--- src/sv/dwt10_pkg.sv ---
// Shared types, constants and filter taps for the db10 analysis stage.
package dwt10_pkg;

  localparam int TAPS     = 20;
  localparam int MIRROR   = 19;
  localparam int SAMPLE_W = 16;
  localparam int COEF_W   = 18;
  localparam int IDX_W    = 16;
  localparam int POS_W    = 17;
  localparam int PROD_W   = 32;
  localparam int ACC_W    = 40;
  localparam int MAX_LEN  = 65535;

  typedef logic signed [SAMPLE_W-1:0] sample_t;
  typedef logic signed [COEF_W-1:0]   coef_t;

  // Work kinds passed from the front to the back.
  typedef enum logic [1:0] {
    K_SHORT  = 2'd0,
    K_START  = 2'd1,
    K_SAMPLE = 2'd2
  } kind_t;

  typedef struct packed {
    sample_t sample;
    logic    last;
    kind_t   kind;
  } cmd_t;

  // Status from the back to the front.
  typedef struct packed {
    logic sig_done;
    logic busy;
  } back_stat_t;

  // High-pass and low-pass taps in Q1.15.
  localparam logic signed [15:0] HP_TAPS [TAPS] = '{
    -16'sd875, 16'sd6167, -16'sd17275, 16'sd22561, -16'sd9214, -16'sd8185,
    16'sd6419, 16'sd4175, -16'sd3051, -16'sd2340, 16'sd967, 16'sd1088,
    -16'sd118, -16'sd351, -16'sd46, 16'sd66, 16'sd23, -16'sd3, -16'sd3, 16'sd0
  };
  localparam logic signed [15:0] LP_TAPS [TAPS] = '{
    16'sd0, 16'sd3, -16'sd3, -16'sd23, 16'sd66, 16'sd46, -16'sd351, 16'sd118,
    16'sd1088, -16'sd967, -16'sd2340, 16'sd3051, 16'sd4175, -16'sd6419,
    -16'sd8185, 16'sd9214, 16'sd22561, 16'sd17275, 16'sd6167, 16'sd875
  };

endpackage

--- src/sv/dwt10_ifs.sv ---
// Valid/ready channel interfaces for samples and coefficient pairs.
interface dwt10_in_if;
  logic                      valid;
  logic                      ready;
  logic signed [15:0]        sample;
  logic                      last;
  modport source (output valid, sample, last, input ready);
  modport sink   (input valid, sample, last, output ready);
endinterface

interface dwt10_out_if;
  logic                      valid;
  logic                      ready;
  logic signed [17:0]        high_coef;
  logic signed [17:0]        low_coef;
  logic [15:0]               coef_index;
  logic                      final_res;
  logic                      too_short;
  modport source (output valid, high_coef, low_coef, coef_index, final_res, too_short,
                  input ready);
  modport sink   (input valid, high_coef, low_coef, coef_index, final_res, too_short,
                  output ready);
endinterface

--- src/sv/dwt10_front.sv ---
// Front end: takes samples, keeps head and tail history, queues work for the back.
module dwt10_front (
  input  logic                    clk,
  input  logic                    rst_n,
  input  logic                    in_valid,
  output logic                    in_ready,
  input  dwt10_pkg::sample_t      in_sample,
  input  logic                    in_last,
  output logic                    q_push,
  output dwt10_pkg::cmd_t         q_data,
  input  logic                    q_full,
  input  dwt10_pkg::back_stat_t   stat,
  output dwt10_pkg::sample_t      head_o [dwt10_pkg::MIRROR],
  output dwt10_pkg::sample_t      tail_o [dwt10_pkg::MIRROR]
);

  dwt10_pkg::sample_t    head_r [dwt10_pkg::MIRROR];
  dwt10_pkg::sample_t    tail_r [dwt10_pkg::MIRROR];
  logic [15:0]           count_r;
  logic                  wait_r;
  logic                  acc;
  logic                  last_eff;

  assign in_ready = !wait_r && !q_full;
  assign acc      = in_valid && in_ready;
  assign last_eff = in_last || (count_r >= 16'(dwt10_pkg::MAX_LEN - 1));

  // Classify the item by its place in the signal.
  always_comb begin
    q_push        = 1'b0;
    q_data.sample = in_sample;
    q_data.last   = last_eff;
    q_data.kind   = dwt10_pkg::K_SAMPLE;
    if (acc) begin
      if (count_r < 16'(dwt10_pkg::MIRROR - 1)) begin
        q_push      = last_eff;
        q_data.kind = dwt10_pkg::K_SHORT;
      end else if (count_r == 16'(dwt10_pkg::MIRROR - 1)) begin
        q_push      = 1'b1;
        q_data.kind = dwt10_pkg::K_START;
      end else begin
        q_push      = 1'b1;
      end
    end
  end

  // History stores are pure payload.
  always_ff @(posedge clk) begin
    if (acc) begin
      tail_r[0] <= in_sample;
      for (int i = 1; i < dwt10_pkg::MIRROR; i++) tail_r[i] <= tail_r[i-1];
      if (count_r < 16'(dwt10_pkg::MIRROR)) head_r[count_r[4:0]] <= in_sample;
    end
  end

  // Sample count and the hold after a signal closes.
  always_ff @(posedge clk) begin
    if (!rst_n) begin
      count_r <= '0;
      wait_r  <= 1'b0;
    end else begin
      if (acc) begin
        if (last_eff) begin
          count_r <= '0;
          wait_r  <= 1'b1;
        end else begin
          count_r <= count_r + 16'd1;
        end
      end else if (stat.sig_done) begin
        wait_r <= 1'b0;
      end
    end
  end

  assign head_o = head_r;
  assign tail_o = tail_r;

endmodule

--- src/sv/dwt10_queue.sv ---
// Short command queue between the front and the back.
module dwt10_queue #(
  parameter int DEPTH = 2
) (
  input  logic              clk,
  input  logic              rst_n,
  input  logic              push,
  input  dwt10_pkg::cmd_t   push_data,
  output logic              full,
  input  logic              pop,
  output dwt10_pkg::cmd_t   pop_data,
  output logic              empty
);

  localparam int PW = (DEPTH > 1) ? $clog2(DEPTH) : 1;
  localparam int CW = $clog2(DEPTH + 1);

  dwt10_pkg::cmd_t  mem_r [DEPTH];
  logic [PW-1:0]    wp_r, rp_r;
  logic [CW-1:0]    cnt_r;

  assign full     = (cnt_r == CW'(DEPTH));
  assign empty    = (cnt_r == '0);
  assign pop_data = mem_r[rp_r];

  always_ff @(posedge clk) begin
    if (push && !full) mem_r[wp_r] <= push_data;
  end

  // Pointers wrap at the depth.
  always_ff @(posedge clk) begin
    if (!rst_n) begin
      wp_r  <= '0;
      rp_r  <= '0;
      cnt_r <= '0;
    end else begin
      if (push && !full) wp_r <= (wp_r == PW'(DEPTH - 1)) ? '0 : wp_r + PW'(1);
      if (pop && !empty) rp_r <= (rp_r == PW'(DEPTH - 1)) ? '0 : rp_r + PW'(1);
      cnt_r <= cnt_r + CW'(push && !full) - CW'(pop && !empty);
    end
  end

endmodule

--- src/sv/dwt10_back.sv ---
// Back end: extends the signal, runs the two filters by serial MAC, drives results.
module dwt10_back (
  input  logic                    clk,
  input  logic                    rst_n,
  input  logic                    q_empty,
  input  dwt10_pkg::cmd_t         q_data,
  output logic                    q_pop,
  input  dwt10_pkg::sample_t      head_i [dwt10_pkg::MIRROR],
  input  dwt10_pkg::sample_t      tail_i [dwt10_pkg::MIRROR],
  output dwt10_pkg::back_stat_t   stat,
  dwt10_out_if.source             out_ch
);

  typedef enum logic [2:0] {S_IDLE, S_PUSH, S_MAC, S_OUT, S_ERR} state_t;
  typedef enum logic [2:0] {PH_HREV, PH_HFWD, PH_SMP, PH_TAIL, PH_DONE} phase_t;

  state_t                     st_r;
  phase_t                     phase_r;
  dwt10_pkg::cmd_t            ent_r;
  logic [4:0]                 p_r;
  logic [dwt10_pkg::POS_W-1:0] pos_r;
  dwt10_pkg::sample_t         tap_r [dwt10_pkg::TAPS];
  logic [4:0]                 mac_r;
  logic signed [dwt10_pkg::PROD_W-1:0] prod_h_r, prod_l_r;
  logic signed [dwt10_pkg::ACC_W-1:0]  acc_h_r, acc_l_r;
  logic                       fin_r;
  logic [15:0]                ocnt_r;
  logic                       done_r;
  logic                       ov_r;
  dwt10_pkg::coef_t           oh_r, ol_r;
  logic [15:0]                oi_r;
  logic                       of_r, os_r;
  dwt10_pkg::sample_t         push_val;
  logic                       out_free;

  // Round by 15 bits to nearest and saturate to the coefficient range.
  function automatic dwt10_pkg::coef_t round_sat(logic signed [dwt10_pkg::ACC_W-1:0] a);
    logic signed [dwt10_pkg::ACC_W-1:0] v;
    logic signed [dwt10_pkg::ACC_W-1:0] q;
    v = a + dwt10_pkg::ACC_W'(16384);
    q = v >>> 15;
    if (q > dwt10_pkg::ACC_W'(131071)) return dwt10_pkg::COEF_W'(131071);
    if (q < -dwt10_pkg::ACC_W'(131072)) return dwt10_pkg::coef_t'(-131072);
    return q[dwt10_pkg::COEF_W-1:0];
  endfunction

  // Value of the extended signal for this push.
  always_comb begin
    case (phase_r)
      PH_HREV: push_val = head_i[5'(dwt10_pkg::MIRROR - 1) - p_r];
      PH_HFWD: push_val = head_i[p_r];
      PH_SMP:  push_val = ent_r.sample;
      PH_TAIL: push_val = tail_i[p_r];
      default: push_val = '0;
    endcase
  end

  assign out_free = !ov_r || out_ch.ready;
  assign q_pop    = (st_r == S_IDLE) && !q_empty;
  assign stat.sig_done = done_r;
  assign stat.busy     = (st_r != S_IDLE);

  assign out_ch.valid      = ov_r;
  assign out_ch.high_coef  = oh_r;
  assign out_ch.low_coef   = ol_r;
  assign out_ch.coef_index = oi_r;
  assign out_ch.final_res  = of_r;
  assign out_ch.too_short  = os_r;

  // Sequencer, tap line, MAC and output register.
  always_ff @(posedge clk) begin
    if (!rst_n) begin
      st_r    <= S_IDLE;
      phase_r <= PH_DONE;
      ov_r    <= 1'b0;
      ocnt_r  <= '0;
      done_r  <= 1'b0;
    end else begin
      // The signal is closed when its last push ends or its error result is loaded.
      done_r <= (st_r == S_PUSH && phase_r == PH_DONE && ent_r.last) ||
                (st_r == S_ERR && out_free);
      if (ov_r && out_ch.ready && st_r != S_OUT && st_r != S_ERR) ov_r <= 1'b0;
      case (st_r)
        S_IDLE: begin
          if (!q_empty) begin
            ent_r <= q_data;
            p_r   <= '0;
            case (q_data.kind)
              dwt10_pkg::K_SHORT: st_r <= S_ERR;
              dwt10_pkg::K_START: begin
                phase_r <= PH_HREV;
                pos_r   <= '0;
                st_r    <= S_PUSH;
              end
              default: begin
                phase_r <= PH_SMP;
                st_r    <= S_PUSH;
              end
            endcase
          end
        end
        S_PUSH: begin
          if (phase_r == PH_DONE) begin
            st_r <= S_IDLE;
            if (ent_r.last) ocnt_r <= '0;
          end else begin
            tap_r[0] <= push_val;
            for (int i = 1; i < dwt10_pkg::TAPS; i++) tap_r[i] <= tap_r[i-1];
            pos_r <= pos_r + dwt10_pkg::POS_W'(1);
            fin_r <= (phase_r == PH_TAIL) && (p_r >= 5'd17);
            // Step through the mirror and sample phases.
            case (phase_r)
              PH_HREV: begin
                if (p_r == 5'(dwt10_pkg::MIRROR - 1)) begin
                  phase_r <= PH_HFWD;
                  p_r     <= '0;
                end else p_r <= p_r + 5'd1;
              end
              PH_HFWD: begin
                if (p_r == 5'(dwt10_pkg::MIRROR - 1)) begin
                  phase_r <= ent_r.last ? PH_TAIL : PH_DONE;
                  p_r     <= '0;
                end else p_r <= p_r + 5'd1;
              end
              PH_SMP: begin
                phase_r <= ent_r.last ? PH_TAIL : PH_DONE;
                p_r     <= '0;
              end
              PH_TAIL: begin
                if (p_r == 5'(dwt10_pkg::MIRROR - 1)) phase_r <= PH_DONE;
                else p_r <= p_r + 5'd1;
              end
              default: phase_r <= PH_DONE;
            endcase
            // A pair is kept at every even position from the tap count on.
            if (pos_r >= dwt10_pkg::POS_W'(dwt10_pkg::TAPS) && !pos_r[0]) begin
              st_r    <= S_MAC;
              mac_r   <= '0;
              acc_h_r <= '0;
              acc_l_r <= '0;
            end
          end
        end
        S_MAC: begin
          if (mac_r < 5'(dwt10_pkg::TAPS)) begin
            prod_h_r <= tap_r[mac_r] * dwt10_pkg::HP_TAPS[mac_r];
            prod_l_r <= tap_r[mac_r] * dwt10_pkg::LP_TAPS[mac_r];
          end
          if (mac_r != '0) begin
            acc_h_r <= acc_h_r + dwt10_pkg::ACC_W'(prod_h_r);
            acc_l_r <= acc_l_r + dwt10_pkg::ACC_W'(prod_l_r);
          end
          if (mac_r == 5'(dwt10_pkg::TAPS)) st_r <= S_OUT;
          else mac_r <= mac_r + 5'd1;
        end
        S_OUT: begin
          if (out_free) begin
            ov_r   <= 1'b1;
            oh_r   <= round_sat(acc_h_r);
            ol_r   <= round_sat(acc_l_r);
            oi_r   <= ocnt_r;
            of_r   <= fin_r;
            os_r   <= 1'b0;
            ocnt_r <= ocnt_r + 16'd1;
            st_r   <= S_PUSH;
          end
        end
        S_ERR: begin
          if (out_free) begin
            ov_r   <= 1'b1;
            oh_r   <= '0;
            ol_r   <= '0;
            oi_r   <= '0;
            of_r   <= 1'b1;
            os_r   <= 1'b1;
            ocnt_r <= '0;
            st_r   <= S_IDLE;
          end
        end
        default: st_r <= S_IDLE;
      endcase
    end
  end

  // An error result always closes its signal.
  a_short_final: assert property (@(posedge clk) disable iff (!rst_n)
    (ov_r && os_r) |-> of_r) else $error("error result without final mark");

  // The MAC counter stays within the tap count.
  a_mac_range: assert property (@(posedge clk) disable iff (!rst_n)
    (st_r == S_MAC) |-> (mac_r <= 5'(dwt10_pkg::TAPS))) else $error("MAC counter overrun");

  // The tail mirror runs only for an item that closes the signal.
  a_tail_last: assert property (@(posedge clk) disable iff (!rst_n)
    (st_r == S_PUSH && phase_r == PH_TAIL) |-> ent_r.last) else $error("tail without last");

endmodule

--- src/sv/dwt_db10_analysis_stage.sv ---
// Top level of the one-level db10 wavelet analysis stage.
// Each sample item is taken while the command queue has room. The back end handles each
// queued sample item by dequeue, push and close, and computes each coefficient pair on its
// single shared multiply-accumulate pair before loading it into the output register; the
// first 19 samples are pushed as 38 mirrored values and the last item adds 19 tail
// pushes. After an item with last, no sample is taken until every pair of that signal
// has been loaded into the back end's output register.
module dwt_db10_analysis_stage #(
  parameter int QUEUE_DEPTH = 2
) (
  input  logic          clk,
  input  logic          rst_n,
  dwt10_in_if.sink      in_ch,
  dwt10_out_if.source   out_ch
);

  logic                    q_push, q_full, q_pop, q_empty;
  dwt10_pkg::cmd_t         q_wdata, q_rdata;
  dwt10_pkg::back_stat_t   stat;
  dwt10_pkg::sample_t      head [dwt10_pkg::MIRROR];
  dwt10_pkg::sample_t      tail [dwt10_pkg::MIRROR];

  dwt10_front u_front (
    .clk      (clk),
    .rst_n    (rst_n),
    .in_valid (in_ch.valid),
    .in_ready (in_ch.ready),
    .in_sample(in_ch.sample),
    .in_last  (in_ch.last),
    .q_push   (q_push),
    .q_data   (q_wdata),
    .q_full   (q_full),
    .stat     (stat),
    .head_o   (head),
    .tail_o   (tail)
  );

  dwt10_queue #(.DEPTH(QUEUE_DEPTH)) u_queue (
    .clk      (clk),
    .rst_n    (rst_n),
    .push     (q_push),
    .push_data(q_wdata),
    .full     (q_full),
    .pop      (q_pop),
    .pop_data (q_rdata),
    .empty    (q_empty)
  );

  dwt10_back u_back (
    .clk    (clk),
    .rst_n  (rst_n),
    .q_empty(q_empty),
    .q_data (q_rdata),
    .q_pop  (q_pop),
    .head_i (head),
    .tail_i (tail),
    .stat   (stat),
    .out_ch (out_ch)
  );

endmodule

--- src/flat_wrapper.sv ---
// flat-port wrapper written by rule: the top's interface ports become plain ports
module dwt_db10_analysis_stage_flat 
#(
  parameter int QUEUE_DEPTH = 2
)
  (clk, rst_n, in_ch_valid, in_ch_sample, in_ch_last, in_ch_ready, out_ch_valid, out_ch_high_coef, out_ch_low_coef, out_ch_coef_index, out_ch_final_res, out_ch_too_short, out_ch_ready);
  dwt10_in_if in_ch_i ();
  dwt10_out_if out_ch_i ();
  input  logic clk;
  input  logic rst_n;
  input wire logic [$bits(in_ch_i.valid)-1:0] in_ch_valid;
  input wire logic [$bits(in_ch_i.sample)-1:0] in_ch_sample;
  input wire logic [$bits(in_ch_i.last)-1:0] in_ch_last;
  output wire logic [$bits(in_ch_i.ready)-1:0] in_ch_ready;
  output wire logic [$bits(out_ch_i.valid)-1:0] out_ch_valid;
  output wire logic [$bits(out_ch_i.high_coef)-1:0] out_ch_high_coef;
  output wire logic [$bits(out_ch_i.low_coef)-1:0] out_ch_low_coef;
  output wire logic [$bits(out_ch_i.coef_index)-1:0] out_ch_coef_index;
  output wire logic [$bits(out_ch_i.final_res)-1:0] out_ch_final_res;
  output wire logic [$bits(out_ch_i.too_short)-1:0] out_ch_too_short;
  input wire logic [$bits(out_ch_i.ready)-1:0] out_ch_ready;
  assign in_ch_i.valid = in_ch_valid;
  assign in_ch_i.sample = in_ch_sample;
  assign in_ch_i.last = in_ch_last;
  assign in_ch_ready = in_ch_i.ready;
  assign out_ch_valid = out_ch_i.valid;
  assign out_ch_high_coef = out_ch_i.high_coef;
  assign out_ch_low_coef = out_ch_i.low_coef;
  assign out_ch_coef_index = out_ch_i.coef_index;
  assign out_ch_final_res = out_ch_i.final_res;
  assign out_ch_too_short = out_ch_i.too_short;
  assign out_ch_i.ready = out_ch_ready;
  dwt_db10_analysis_stage #(.QUEUE_DEPTH(QUEUE_DEPTH)) u_core (.clk(clk), .rst_n(rst_n), .in_ch(in_ch_i), .out_ch(out_ch_i));
endmodule
--- config.mk ---
export PLATFORM = sky130hd
export DESIGN_NAME = dwt_db10_analysis_stage_flat
export DESIGN_NICKNAME = d
export VERILOG_FILES = /design/src/sv/dwt10_pkg.sv /design/src/sv/dwt10_ifs.sv /design/src/sv/dwt10_front.sv /design/src/sv/dwt10_queue.sv /design/src/sv/dwt10_back.sv /design/src/sv/dwt_db10_analysis_stage.sv /design/src/flat_wrapper.sv
export SDC_FILE = /design/constraint.sdc
export NUM_CORES = 2
export LEC_CHECK = 0
export BUFFER_PORTS_ARGS = -buffer_cell sky130_fd_sc_hd__buf_2
export CORE_MARGIN = 4
export CORE_UTILIZATION = 29
export CTS_BUF_LIST = sky130_fd_sc_hd__clkbuf_4 sky130_fd_sc_hd__clkbuf_8 sky130_fd_sc_hd__clkbuf_16
export DETAILED_ROUTE_END_ITERATION = 8
export PLACE_DENSITY_LB_ADDON = 0.1
export SLEW_MARGIN = 10
export SYNTH_ARGS = -nofsm -noshare
export SYNTH_HDL_FRONTEND = slang
export SYNTH_HIERARCHICAL = 1
export SYNTH_SLANG_ARGS = --single-unit
--- constraint.sdc ---
create_clock -name clk -period 12.15 [get_ports clk]
set_input_delay 3.0375 -clock clk [delete_from_list [all_inputs] [get_ports clk]]
set_output_delay 3.0375 -clock clk [all_outputs]
set_load 0.02 [all_outputs]
==> summary.txt <==
Yosys
  • Post-synthesis instance total: 5790
  • Complex-gate fraction of the synthesized area: 0.0585
  • Most used DFF post-synth: edfxtp_1
  • Seq/Total Area, Yosys: 0.488
  • Post-synth EDFFs: 1209
  • Post-Synth XOR/XNOR Area: 0.0229
  • Synth cell types: 87
  • Fraction of registers with async set/reset: 0
  • Synth Area per Inst: approximately 13 µm²
  • Synth Area in Simple Gates: 0.0803
  • Post-synthesis cell area: 76500 µm²
  • Main combinational cell family by area after synthesis: adder cells
  • Mapped Nets: 6602
  • Synth Area in Adders: 0.181
  • #FFs+latches synth: roughly 1.3k
  • Post-synthesis mux area share: 0.118
  • Syn. warnings: 6

GRT
  • First-pass GRT wire length: approximately 310 mm
  • Largest net degree at the start of global routing: a little under 200
  • Gr usage total: 0.151
  • Grt total ovfl: 0
  • Vias in the first global route: 48.3k
  • Initial antenna violation count: 9

Routing
  • Post-Route WL: 206 mm
  • Vias: 45.3k
  • DRC viols: 0
  • Count of antenna-violating nets left after detailed routing: 0
  • Starting DRT DRC Count: 3081
  • Vias/cell: 4.78
  • Drt first pass iters: 5
  • Wirelength per Cell: 21.7 µm

Floorplan
  • # IOs: 77
  • Die area: 272000 µm²
  • Placement Rows: roughly 190
  • Area of the core: roughly 260000 µm²
  • DIE HEIGHT: 522 µm
  • Die Wd: about 520 µm
  • Starting Density: 0.291

STA
  • Unrepaired setup endpoints after global routing: no
  • Slew margin rel.: 0.198
  • Actual slew at the worst max-slew pin: 1200 ps
  • Fin. Hold Viols: 0
  • Post-layout minimum cycle time: around 9200 ps
  • Slew Limit Fails: 0
  • Final period util: 0.761
  • Max Fclk: 0.108 GHz
  • Layout Skew: 106 ps
  • Final setup fails: 0
  • Setup tns final: 0 ps

Critical path
  • Crit path launch type: register
  • CP Max Fanout: 39
  • Slowest cell on crit path: dfxtp_4
  • Slowest stage delay, CP: 890 ps
  • Critical Path RT: 12670 ps
  • Buf/Inv on CP: 6
  • Crit end category: register
  • CP top delay family: adder cells
  • CP arrival: 9760 ps
  • Crit Path Category: register to register
  • Most frequent CP cell: fa_1

Job
  • Max cap viols: 0

Clock network
  • Hold-fix buffers, CTS: 0
  • Root cell of the clock tree: clkbuf_16
  • Post-CTS Resized: 0
  • Total setup buffers inserted after CTS: 0
  • Sink Count: 1260
  • Reg clk slew, reported paths: 60 ps
  • Clk Latency, worst-skew pair: 840 ps
  • Max clock buf depth: 4
  • Clock buffers created by TritonCTS: 156
  • TritonCTS clock tree: done
  • CTS HTree Levels: 4

Layout
  • FILL cells: 26.1k
  • Share of layout cells above drive strength 1: 0.141
  • Area Growth Syn to Fin: 12.3%
  • Layout Nets: 6660
  • Final Instance Count excl. Fillers: 9479

Worst hold path
  • HP Class: register to register

Placement
  • Port Buffers: 76
  • Placed cell count: 9205
  • HPWL Detailed: 141 mm
  • Placer Congestion: 0.789

Outcome
  • Status: completed
==> cell type report <==
| type | instances | area [µm²] | share of cell area |
|---|---|---|---|
| Inverter | 706 | 2660 | 0.0309 |
| Antenna cell | 4 | 10.0 | 0.000117 |
| Multi-Input combinational cell | 3553 | 35500 | 0.413 |
| Sequential cell | 1260 | 37300 | 0.435 |
| Clock inverter | 79 | 711 | 0.00827 |
| Timing Repair Buffer | 171 | 1120 | 0.0130 |
| Clock buffer | 191 | 4210 | 0.0491 |
| Tap cell | 3515 | 4400 | 0.0512 |
==> Yosys cell counts, types with 31 or more instances <==
master | instances | area (µm²)
nand4_1 | 42 | 263
mux4_2 | 317 | 7140
nor3_1 | 57 | 285
nand2_1 | 455 | 1710
nand2b_1 | 41 | 257
xnor2_1 | 119 | 1040
nor2_1 | 537 | 2020
a21o_1 | 59 | 443
mux2i_1 | 71 | 711
a31oi_1 | 31 | 194
and2_1 | 37 | 231
nand3_1 | 81 | 405
ha_1 | 264 | 3300
edfxtp_1 | 1209 | 36300
a21oi_1 | 202 | 1010
dfxtp_1 | 51 | 1020
xor2_1 | 81 | 709
clkbuf_1 | 141 | 529
buf_2 | 74 | 370
fa_1 | 527 | 10600
o21ai_0 | 187 | 936
nor2b_1 | 32 | 200
inv_1 | 706 | 2650
==> logic make-up (layout without fill, tap and decap cells) <==
family / after synthesis / count (layout)
AOI/OAI and AO/OA: 712 / 712
xor gates and xnor gates: 200 / 200
other: 0 / 4
and+or+nand+nor: 1395 / 1395
muxes: 455 / 455
DFF: 1260 / 1260
adders and majority gates: 791 / 791
buffers and inverters: 977 / 1147
==> through the flow <==
step / setup WS, ps / utilization / instance area, µm² / hold slack (ps)
2_1_floorplan: 927 / - / 76500 / 417
3_3_place_gp: 2750 / 0.308 / 81000 / 422
3_5_place_dp: 2660 / 0.308 / 81000 / 428
4_1_cts: 2600 / 0.327 / 85900 / 399
5_1_grt: 2160 / 0.327 / 85900 / 414
6_report: 2910 / 0.327 / 85900 / 409
==> cells in the final DEF (no fill, tap or decap), drive strengths merged, types with 51 or more instances in the layout <==
master,instances
nor3,57
o21ai,193
nor2,539
dfxtp,51
fa,527
ha,264
inv,709
nand2,455
mux4,336
clkbuf,191
xor2,81
mux2i,80
buf,171
nand3,81
a21oi,204
a21o,59
xnor2,119
edfxtp,1209
clkinv,62
==> routing by layer <==
metal	global-route usage	share of wire	vias to the layer above
met5	0	0.00023	-
met3	0.0201	0.034	262
met4	0.0391	0.025	8
met2	0.256	0.49	729
li1	-	-	20700
met1	0.203	0.45	23600
==> sequential cells by signal, indices dropped and copies added (netlist names), 2 cells and up, named ones only <==
name / count
u_core/u_back/prod_h_r: 32
u_core/u_back/p_r: 5
u_core/u_front/tail_o: 304
u_core/u_back/out_ch.high_coef: 18
u_core/u_back/acc_l_r: 40
u_core/u_back/ocnt_r: 16
u_core/u_back/acc_h_r: 40
u_core/u_back/ent_r: 17
u_core/u_back/st_r: 3
u_core/u_queue/cnt_r: 2
u_core/u_back/phase_r: 3
u_core/u_back/out_ch.coef_index: 16
u_core/u_back/prod_l_r: 32
u_core/u_back/out_ch.low_coef: 18
u_core/u_front/head_o: 304
u_core/u_back/pos_r: 17
u_core/u_front/count_r: 16
u_core/u_back/tap_r: 320
u_core/u_queue/mem_r: 38
u_core/u_back/mac_r: 5
==> final timing paths <==
check / from / endpoint / slack, ps / depth (start not counted)
setup / recovery: register / u_core/u_back/prod_h_r[24]$_DFFE_PP_ / 2910 / 25
setup reg to reg: register / u_core/u_back/prod_h_r[24]$_DFFE_PP_ / 2910 / 25
hold / removal: u_core/u_back/tap_r[6][13]$_DFFE_PP_ / u_core/u_back/tap_r[7][13]$_DFFE_PP_ / 410 / 0
hold reg to reg: u_core/u_back/tap_r[6][13]$_DFFE_PP_ / u_core/u_back/tap_r[7][13]$_DFFE_PP_ / 410 / 0
Power is not shown: default switching activity piles up to over one toggle a cycle in this logic, so the estimate is an artifact.
